<file path="src/hdl/dmcr_pkg.sv">
package dmcr_pkg;

  localparam int PIX_W        = 17;
  localparam int COLOUR_W     = 24;
  localparam int DASH_W       = 8;
  localparam int PIX_PER_STEP = 8;
  localparam int IDX_W        = 3;

  localparam logic [IDX_W-1:0]  LAST_IDX   = IDX_W'(PIX_PER_STEP - 1);
  localparam logic [DASH_W-1:0] DASH_RESET = DASH_W'(1);

  typedef enum logic {
    OP_START = 1'b0,
    OP_STEP  = 1'b1
  } opcode_t;

endpackage

</file>
<file path="src/hdl/dmcr_ifs.sv">
interface dmcr_cmd_if
  import dmcr_pkg::*;
#(
  parameter int COORD_BITS  = 16,
  parameter int RADIUS_BITS = 12
) ();
  logic                          valid;
  logic                          ready;
  opcode_t                       opcode;
  logic signed [COORD_BITS-1:0]  centre_x;
  logic signed [COORD_BITS-1:0]  centre_y;
  logic        [RADIUS_BITS-1:0] radius;
  logic        [COLOUR_W-1:0]    colour;
  logic                          dashed;

  modport source (
    output valid, opcode, centre_x, centre_y, radius, colour, dashed,
    input  ready
  );
  modport sink (
    input  valid, opcode, centre_x, centre_y, radius, colour, dashed,
    output ready
  );
endinterface

interface dmcr_pix_if
  import dmcr_pkg::*;
();
  logic                     valid;
  logic                     ready;
  logic signed [PIX_W-1:0]  pixel_x;
  logic signed [PIX_W-1:0]  pixel_y;
  logic        [COLOUR_W-1:0] pixel_colour;
  logic                     pixel_on;
  logic                     last_of_step;
  logic                     circle_done;

  modport source (
    output valid, pixel_x, pixel_y, pixel_colour, pixel_on, last_of_step, circle_done,
    input  ready
  );
  modport sink (
    input  valid, pixel_x, pixel_y, pixel_colour, pixel_on, last_of_step, circle_done,
    output ready
  );
endinterface

</file>
<file path="src/hdl/dashed_midpoint_circle_rasterizer_core.sv">
// Midpoint circle rasterizer with an optional dash pattern.
// Items arrive on the cmd channel (valid/ready). A start item loads the centre,
// radius, colour and dash flag and produces no pixels. A step item, while a
// circle is in progress, produces eight octant-mirrored pixels on the pix
// channel, one per cycle; the eighth carries last_of_step, and on the final
// step of the circle also circle_done. A step with no circle in progress is
// consumed silently. cfg_we/cfg_wdata write dash_length, the number of steps
// per dash segment, and should only be written while the block is idle.
// The step register captures an accepted step item, and the output register then
// takes its first pixel. Throughput: one pixel per cycle while the receiver takes
// them, paced by the eight-entry pixel sequencer behind the step register.
// A new item is accepted in the cycle the eighth pixel of the previous step
// leaves the step register, so items can follow each other without gaps.
// When the receiver stalls, the output register holds its pixel and the step
// register waits; cmd.ready falls until the step has drained.
// Reset (rst, synchronous) clears the circle in progress, empties both
// registers and returns dash_length to one.
module dashed_midpoint_circle_rasterizer_core
  import dmcr_pkg::*;
#(
  parameter int RADIUS_BITS = 12,
  parameter int COORD_BITS  = 16
) (
  input  logic              clk,
  input  logic              rst,
  input  logic              cfg_we,
  input  logic [DASH_W-1:0] cfg_wdata,
  dmcr_cmd_if.sink          cmd,
  dmcr_pix_if.source        pix
);

  localparam int X_W   = RADIUS_BITS;
  localparam int Y_W   = RADIUS_BITS + 1;
  localparam int E_W   = RADIUS_BITS + 3;
  localparam int S_W   = RADIUS_BITS + 4;
  localparam int C_MAX = (COORD_BITS > Y_W + 1) ? COORD_BITS : Y_W + 1;
  localparam int SUM_W = (C_MAX + 1 > PIX_W) ? C_MAX + 1 : PIX_W;

  localparam logic signed [S_W-1:0] ONE_S = S_W'(1);

  // Circle state
  logic [DASH_W-1:0]            dash_length;
  logic signed [COORD_BITS-1:0] held_centre_x;
  logic signed [COORD_BITS-1:0] held_centre_y;
  logic [X_W-1:0]               x_offset;
  logic [Y_W-1:0]               y_offset;
  logic signed [E_W-1:0]        error_term;
  logic [COLOUR_W-1:0]          held_colour;
  logic                         dash_enable;
  logic                         dash_on;
  logic [DASH_W-1:0]            dash_count;
  logic                         active;

  // Step register: snapshot of one step, drained one pixel per cycle while the output register can load
  logic                         step_valid;
  logic [IDX_W-1:0]             step_idx;
  logic signed [COORD_BITS-1:0] step_cx;
  logic signed [COORD_BITS-1:0] step_cy;
  logic [X_W-1:0]               step_x;
  logic [Y_W-1:0]               step_y;
  logic [COLOUR_W-1:0]          step_colour;
  logic                         step_on;
  logic                         step_done;

  logic out_load;
  logic step_drain;
  logic accept;
  logic step_go;

  assign out_load   = !pix.valid || pix.ready;
  assign step_drain = step_valid && out_load && (step_idx == LAST_IDX);
  assign cmd.ready  = !step_valid || step_drain;
  assign accept     = cmd.valid && cmd.ready;
  assign step_go    = accept && (cmd.opcode == OP_STEP) && active;

  // Midpoint update
  logic signed [S_W-1:0]  err_a;
  logic signed [S_W-1:0]  err_b;
  logic signed [S_W-1:0]  x_ext;
  logic signed [S_W-1:0]  x_dec;
  logic signed [S_W-1:0]  x_new;
  logic signed [S_W-1:0]  y_new;
  logic                   x_moves;
  logic                   done_next;
  logic [DASH_W-1:0]      cnt_inc;

  always_comb begin
    x_ext     = $signed({{(S_W-X_W){1'b0}}, x_offset});
    err_a     = $signed({{(S_W-E_W){error_term[E_W-1]}}, error_term})
              + $signed({{(S_W-Y_W-1){1'b0}}, y_offset, 1'b1});
    x_dec     = x_ext - ONE_S;
    x_moves   = !err_a[S_W-1];
    err_b     = x_moves ? (err_a - (x_dec <<< 1)) : err_a;
    x_new     = x_moves ? x_dec : x_ext;
    y_new     = $signed({{(S_W-Y_W){1'b0}}, y_offset}) + ONE_S;
    done_next = y_new > x_new;
    cnt_inc   = dash_count + DASH_W'(1);
  end

  always_ff @(posedge clk) begin
    if (rst) begin
      dash_length <= DASH_RESET;
      active      <= 1'b0;
      dash_enable <= 1'b0;
      dash_on     <= 1'b1;
      dash_count  <= '0;
    end else begin
      if (cfg_we) begin
        dash_length <= cfg_wdata;
      end
      if (accept && cmd.opcode == OP_START) begin
        held_centre_x <= cmd.centre_x;
        held_centre_y <= cmd.centre_y;
        x_offset      <= X_W'(cmd.radius);
        y_offset      <= '0;
        error_term    <= -$signed({{(E_W-RADIUS_BITS){1'b0}}, cmd.radius});
        held_colour   <= cmd.colour;
        dash_enable   <= cmd.dashed;
        dash_on       <= 1'b1;
        dash_count    <= '0;
        active        <= 1'b1;
      end else if (step_go) begin
        x_offset   <= x_new[X_W-1:0];
        y_offset   <= y_new[Y_W-1:0];
        error_term <= err_b[E_W-1:0];
        if (dash_enable) begin
          if (cnt_inc == dash_length) begin
            dash_count <= '0;
            dash_on    <= !dash_on;
          end else begin
            dash_count <= cnt_inc;
          end
        end
        if (done_next) begin
          active <= 1'b0;
        end
      end
    end
  end

  // Octant mirroring: the index picks which offset feeds each axis and its sign.
  logic                    use_y;
  logic [Y_W-1:0]          mag_a;
  logic [Y_W-1:0]          mag_b;
  logic signed [SUM_W-1:0] cx_ext;
  logic signed [SUM_W-1:0] cy_ext;
  logic signed [SUM_W-1:0] a_ext;
  logic signed [SUM_W-1:0] b_ext;
  logic signed [SUM_W-1:0] px_sum;
  logic signed [SUM_W-1:0] py_sum;

  always_comb begin
    use_y  = step_idx[2] ^ step_idx[1];
    mag_a  = use_y ? step_y : {1'b0, step_x};
    mag_b  = use_y ? {1'b0, step_x} : step_y;
    cx_ext = $signed({{(SUM_W-COORD_BITS){step_cx[COORD_BITS-1]}}, step_cx});
    cy_ext = $signed({{(SUM_W-COORD_BITS){step_cy[COORD_BITS-1]}}, step_cy});
    a_ext  = $signed({{(SUM_W-Y_W){1'b0}}, mag_a});
    b_ext  = $signed({{(SUM_W-Y_W){1'b0}}, mag_b});
    px_sum = step_idx[2] ? (cx_ext - a_ext) : (cx_ext + a_ext);
    py_sum = step_idx[0] ? (cy_ext - b_ext) : (cy_ext + b_ext);
  end

  always_ff @(posedge clk) begin
    if (rst) begin
      step_valid <= 1'b0;
      step_idx   <= '0;
      pix.valid  <= 1'b0;
    end else begin
      if (out_load) begin
        pix.valid <= step_valid;
        if (step_valid) begin
          pix.pixel_x      <= px_sum[PIX_W-1:0];
          pix.pixel_y      <= py_sum[PIX_W-1:0];
          pix.pixel_colour <= step_colour;
          pix.pixel_on     <= step_on;
          pix.last_of_step <= (step_idx == LAST_IDX);
          pix.circle_done  <= (step_idx == LAST_IDX) && step_done;
        end
      end
      if (step_go) begin
        step_valid  <= 1'b1;
        step_idx    <= '0;
        step_cx     <= held_centre_x;
        step_cy     <= held_centre_y;
        step_x      <= x_offset;
        step_y      <= y_offset;
        step_colour <= held_colour;
        step_on     <= dash_on;
        step_done   <= done_next;
      end else begin
        if (out_load && step_valid) begin
          step_idx <= step_idx + IDX_W'(1);
        end
        if (step_drain) begin
          step_valid <= 1'b0;
        end
      end
    end
  end

  // The done flag only ever accompanies the closing pixel of a step.
  a_done_is_last: assert property (@(posedge clk) disable iff (rst)
    pix.valid && pix.circle_done |-> pix.last_of_step)
    else $error("circle_done without last_of_step");

  // Once the final step is captured, no circle remains in progress.
  a_done_clears_active: assert property (@(posedge clk) disable iff (rst)
    step_valid && step_done |-> !active)
    else $error("circle still active after its final step");

  // The midpoint walk stops before y overtakes x.
  a_offsets_ordered: assert property (@(posedge clk) disable iff (rst)
    active |-> ({1'b0, x_offset} >= y_offset))
    else $error("y_offset passed x_offset on an active circle");

  // A step item that starts a new snapshot restarts the pixel sequence.
  a_step_restarts: assert property (@(posedge clk) disable iff (rst)
    step_go |=> step_valid && (step_idx == '0))
    else $error("step register did not restart on a new step");

endmodule
</file>
<file path="src/flat_wrapper.sv">
// flat-port wrapper written by rule: the top's interface ports become plain ports
module dashed_midpoint_circle_rasterizer_core_flat import dmcr_pkg::*;
#(
  parameter int RADIUS_BITS = 12,
  parameter int COORD_BITS  = 16
)
  (clk, rst, cfg_we, cfg_wdata, cmd_valid, cmd_opcode, cmd_centre_x, cmd_centre_y, cmd_radius, cmd_colour, cmd_dashed, cmd_ready, pix_valid, pix_pixel_x, pix_pixel_y, pix_pixel_colour, pix_pixel_on, pix_last_of_step, pix_circle_done, pix_ready);
  dmcr_cmd_if #(.COORD_BITS(COORD_BITS), .RADIUS_BITS(RADIUS_BITS)) cmd_i ();
  dmcr_pix_if pix_i ();
  input  logic clk;
  input  logic rst;
  input  logic cfg_we;
  input  logic [DASH_W-1:0] cfg_wdata;
  input wire logic [$bits(cmd_i.valid)-1:0] cmd_valid;
  input wire logic [$bits(cmd_i.opcode)-1:0] cmd_opcode;
  input wire logic [$bits(cmd_i.centre_x)-1:0] cmd_centre_x;
  input wire logic [$bits(cmd_i.centre_y)-1:0] cmd_centre_y;
  input wire logic [$bits(cmd_i.radius)-1:0] cmd_radius;
  input wire logic [$bits(cmd_i.colour)-1:0] cmd_colour;
  input wire logic [$bits(cmd_i.dashed)-1:0] cmd_dashed;
  output wire logic [$bits(cmd_i.ready)-1:0] cmd_ready;
  output wire logic [$bits(pix_i.valid)-1:0] pix_valid;
  output wire logic [$bits(pix_i.pixel_x)-1:0] pix_pixel_x;
  output wire logic [$bits(pix_i.pixel_y)-1:0] pix_pixel_y;
  output wire logic [$bits(pix_i.pixel_colour)-1:0] pix_pixel_colour;
  output wire logic [$bits(pix_i.pixel_on)-1:0] pix_pixel_on;
  output wire logic [$bits(pix_i.last_of_step)-1:0] pix_last_of_step;
  output wire logic [$bits(pix_i.circle_done)-1:0] pix_circle_done;
  input wire logic [$bits(pix_i.ready)-1:0] pix_ready;
  assign cmd_i.valid = cmd_valid;
  assign cmd_i.opcode = cmd_opcode;
  assign cmd_i.centre_x = cmd_centre_x;
  assign cmd_i.centre_y = cmd_centre_y;
  assign cmd_i.radius = cmd_radius;
  assign cmd_i.colour = cmd_colour;
  assign cmd_i.dashed = cmd_dashed;
  assign cmd_ready = cmd_i.ready;
  assign pix_valid = pix_i.valid;
  assign pix_pixel_x = pix_i.pixel_x;
  assign pix_pixel_y = pix_i.pixel_y;
  assign pix_pixel_colour = pix_i.pixel_colour;
  assign pix_pixel_on = pix_i.pixel_on;
  assign pix_last_of_step = pix_i.last_of_step;
  assign pix_circle_done = pix_i.circle_done;
  assign pix_i.ready = pix_ready;
  dashed_midpoint_circle_rasterizer_core #(.RADIUS_BITS(RADIUS_BITS), .COORD_BITS(COORD_BITS)) u_core (.clk(clk), .rst(rst), .cfg_we(cfg_we), .cfg_wdata(cfg_wdata), .cmd(cmd_i), .pix(pix_i));
endmodule
</file>
<file path="config.mk">
export PLATFORM = sky130hd
export DESIGN_NAME = dashed_midpoint_circle_rasterizer_core_flat
export DESIGN_NICKNAME = d
export VERILOG_FILES = /design/src/hdl/dmcr_pkg.sv /design/src/hdl/dmcr_ifs.sv /design/src/hdl/dashed_midpoint_circle_rasterizer_core.sv /design/src/flat_wrapper.sv
export SDC_FILE = /design/constraint.sdc
export NUM_CORES = 1
export LEC_CHECK = 0
export ABC_CLOCK_PERIOD_IN_PS = 5900
export BUFFER_PORTS_ARGS = -buffer_cell sky130_fd_sc_hd__buf_4
export CAP_MARGIN = 30
export CORE_MARGIN = 2
export CORE_UTILIZATION = 40
export CTS_CLUSTER_DIAMETER = 30
export DETAILED_ROUTE_END_ITERATION = 12
export GPL_ROUTABILITY_DRIVEN = 0
export GPL_TIMING_DRIVEN = 0
export PLACE_DENSITY_LB_ADDON = 0.12
export SYNTH_ARGS = -nofsm -noshare
export SYNTH_HDL_FRONTEND = slang
export SYNTH_SLANG_ARGS = --single-unit
</file>
<file path="constraint.sdc">
create_clock -name clk -period 5.9 [get_ports clk]
set_clock_uncertainty 0.1 [all_clocks]
set_input_delay 0.885 -clock clk [delete_from_list [all_inputs] [get_ports clk]]
set_output_delay 0.885 -clock clk [all_outputs]
set_load 0.05 [all_outputs]
</file>
==> results.sh <==
export IMPL_crit_start="u_core.step_idx[2]$_SDFFE_PP0P_"
export IMPL_synth_xor_area_frac=0.0862
export IMPL_worst_pin_slew_ps=740
export IMPL_syn2layout_area_growth_pct=27.6
export IMPL_coreArea_sq_mm=0.0335
export IMPL_status="finished, final reports clean"
export IMPL_grt_pass1_vias=9147
export IMPL_synth_compound_area_frac=0.105
export IMPL_cts_tree="yes"
export IMPL_htree_levels=2
export IMPL_synth_fa_ha_area_frac=0.0796
export IMPL_finalSetupViolations=0
export IMPL_synth_most_common_cell="edfxtp_1"
export IMPL_nFillCells=3033
export IMPL_cts_sinks=264
export IMPL_diodes=0
export IMPL_p_leak_nw=6.60
export IMPL_gr_total_overflow=0
export IMPL_design_area_sq_mm=0.0173
export IMPL_cp_start_kind="flop"
export IMPL_min_period_ps=5380
export IMPL_finalHoldViolCount=0
export IMPL_drt_initial_drc_count=400
export IMPL_slew_headroom=0.507
export IMPL_cts_path_max_buffers=3
export IMPL_die_area_sq_mm=0.0355
export IMPL_port_buffers=144
export IMPL_cts_made_buffers=57
export IMPL_synth_warnings=0
export IMPL_required_ps=6120
export IMPL_cpMaxStageDelayCell="buf_1"
export IMPL_fmax_mhz=186
export IMPL_antenna_left=0
export IMPL_die_w_um=188
export IMPL_hpwl_um=22300
export IMPL_crit_top_cell="nand2_1"
export IMPL_ys_ff_latch=264
export IMPL_yosys_cell_types_count=68
export IMPL_nets=1491
export IMPL_synth_simple_gate_area_frac=0.110
export IMPL_synth_fp_nets=1281
export IMPL_fin_util=0.517
export IMPL_synthTopCellsByArea="edfxtp_1, ha_1, xnor2_1"
export IMPL_synth_top_area_cell="edfxtp_1"
export IMPL_critPathCaptureType="flop"
export IMPL_yosysTopAreaCellShare=0.530
export IMPL_synth_top_family_by_area="simple AND/OR/NAND/NOR gates"
export IMPL_routed_wl_um=30500
export IMPL_worstSetupPathType="flop to flop"
export IMPL_grt_pass1_wl_um=48100
export IMPL_register_area_sq_mm=0.00769
export IMPL_pin_count=146
export IMPL_dp_slack_ps=473
export IMPL_syn_area_sq_mm=0.0136
export IMPL_num_rows=67
export IMPL_syn_instance_count=1114
export IMPL_stdcell_count=1819
export IMPL_vias=9120
export IMPL_grt_usage=0.171
export IMPL_hp_class="flop to flop"
export IMPL_grt_max_degree=34
export IMPL_async_flop_share=0
export IMPL_peakVddDrop_mv=0.210
export IMPL_finalCritPeriodShare=0.912
export IMPL_synth_mux_area_frac=0.0366
export IMPL_cp_cell_sequence="buf_2 -> xnor2_1 -> buf_2 -> buf_1 -> nand2_1 -> nand2_1 -> inv_1 -> ha_1 -> o21ai_0 -> ha_1 -> nor2b_1 -> o31a_1 -> or4_1 -> a311oi_2 -> nand2_1 -> a211o_1 -> a21oi_2 -> xnor2_1"
export IMPL_clk_latency_ps=580
export IMPL_routedWlPerCell_um=16.8
export IMPL_start_util=0.405
export IMPL_firstDrtPassIters=4
export IMPL_clkTransAtPathRegs_ps=50
export IMPL_min_from="u_core.step_colour[22]$_DFFE_PP_"
export IMPL_synth_edf_count=240
export IMPL_ctsResizeCount=0
export IMPL_multi_input_area_sq_mm=0.00570
export IMPL_slew_violations=0
export IMPL_postCtsSetupRepairBufs=0
export IMPL_ys_top_cells_by_count="edfxtp_1, nand2_1, nor2_1, a21oi_1, ha_1"
export IMPL_rr_startpoint="u_core.step_idx[2]$_SDFFE_PP0P_"
export IMPL_syn_avg_cell_area_sq_um=12.2
export IMPL_cts_hold_buf=0
export IMPL_placed_cells=1714
export IMPL_p_per_area_mw_per_mm2=328
export IMPL_rsz0062_at_grt="no"
export IMPL_via_per_inst=5.01
export IMPL_seq_area_frac_synth=0.566
export IMPL_post_route_drc_count=0
export IMPL_slowest_delay_ps=530
export IMPL_critPathMaxFanout=10
export IMPL_worst_ep_arrival_time_ps=5600
export IMPL_antenna_found_initial=0
export IMPL_synth_flop_cell="edfxtp_1"
export IMPL_maxCapViolations=0
export IMPL_fin_ws_ps=520
export IMPL_place_area_sq_mm=0.0154
export IMPL_drive_gt1_frac=0.204
export IMPL_root_buffer="clkbuf_16"
export IMPL_fp_dieH_um=188
-- stage by stage --
stage	TNS [ps]	hold WS (ps)	power (mW)
floorplan	0	300	2.53
global placement	-264600	301	2.67
detailed placement	0	305	2.69
CTS	0	306	5.74
global route	0	318	5.91
finish	0	301	5.68
-- cells in the final DEF, fill, tap and decap left out, types with 5 or more instances in the layout --
master	count
clkinvlp_4	6
dfxtp_1	24
and3_1	6
o21ai_0	31
edfxtp_1	240
inv_1	29
clkinv_2	14
ha_1	80
a31oi_1	7
nand2b_1	11
nor4_1	7
clkbuf_1	21
and2_1	18
nand3_1	21
nor3_1	26
nor2_1	82
mux2i_1	44
xor2_1	57
o21a_1	11
buf_4	145
nor2b_1	20
a21oi_1	79
inv_6	9
nand2_1	90
clkbuf_16	57
buf_2	6
buf_12	5
o21ai_1	15
clkinv_4	5
or3_1	6
a21o_1	19
a21boi_0	5
xnor2_1	73
o211ai_1	7
-- area by class of cell --
| class | count | share of cell area |
|---|---|---|
| Sequential cell | 264 | 0.443 |
| Inverter | 29 | 0.00628 |
| Buffer | 27 | 0.00693 |
| Tap cell | 448 | 0.0323 |
| Multi-Input combinational cell | 793 | 0.329 |
| Timing Repair Buffer | 152 | 0.0729 |
| Clock inverter | 44 | 0.0257 |
| Clock buffer | 62 | 0.0834 |
-- per-layer routing --
layer	track usage	part of all wire
met1	0.223	0.45
met2	0.290	0.48
met3	0.0315	0.046
met4	0.0547	0.022
met5	0	0
-- critical path: cells and delay by family, from the launching register on --
family / cells / cell delay [ps]
compound gates: 5 / 1470
fa+ha+maj: 2 / 590
flops: 1 / 300
xor+xnor: 2 / 530
simple gates: 5 / 1010
buf+inv: 4 / 1110
-- registers in the layout, indices dropped and copies added, names as in the netlist, 12 cells and up --
register and cells:
u_core.held_colour 24, u_core.pix.pixel_colour 24, u_core.step_colour 24, u_core.pix.pixel_x 17, u_core.pix.pixel_y 17, u_core.held_centre_x 16
u_core.held_centre_y 16, u_core.step_cx 16, u_core.step_cy 16, u_core.error_term 15, u_core.step_y 13, u_core.y_offset 13
u_core.step_x 12, u_core.x_offset 12
-- logic make-up after synthesis --
group                    Yosys count
AO/OA/AOI/OAI                    221
XOR/XNOR                         132
adder cells (fa/ha/maj)           84
buffers and inverters             57
flip-flops                       264
multiplexers                      48
AND/OR/NAND/NOR                  308
-- power breakdown --
| group | leakage [nW] | total [mW] | internal, mW | switching (mW) |
|---|---|---|---|---|
| combinational | 3.32 | 0.536 | 0.242 | 0.294 |
| sequential | 2.37 | 2.12 | 2.09 | 0.0260 |
| clock | 0.916 | 3.03 | 1.97 | 1.06 |
| total | 6.60 | 5.68 | 4.30 | 1.38 |
-- path summary, 6_finish.rpt --
kind / end / slack, ps / depth (start not counted)
max: u_core.pix.pixel_y[15]$_DFFE_PP_ / 520 / 18
min: u_core.pix.pixel_colour[22]$_DFFE_PP_ / 300 / 0
min reg2reg: u_core.pix.pixel_colour[22]$_DFFE_PP_ / 300 / 0
max reg2reg: u_core.pix.pixel_y[15]$_DFFE_PP_ / 520 / 18
(Power assumes the default switching activity.)
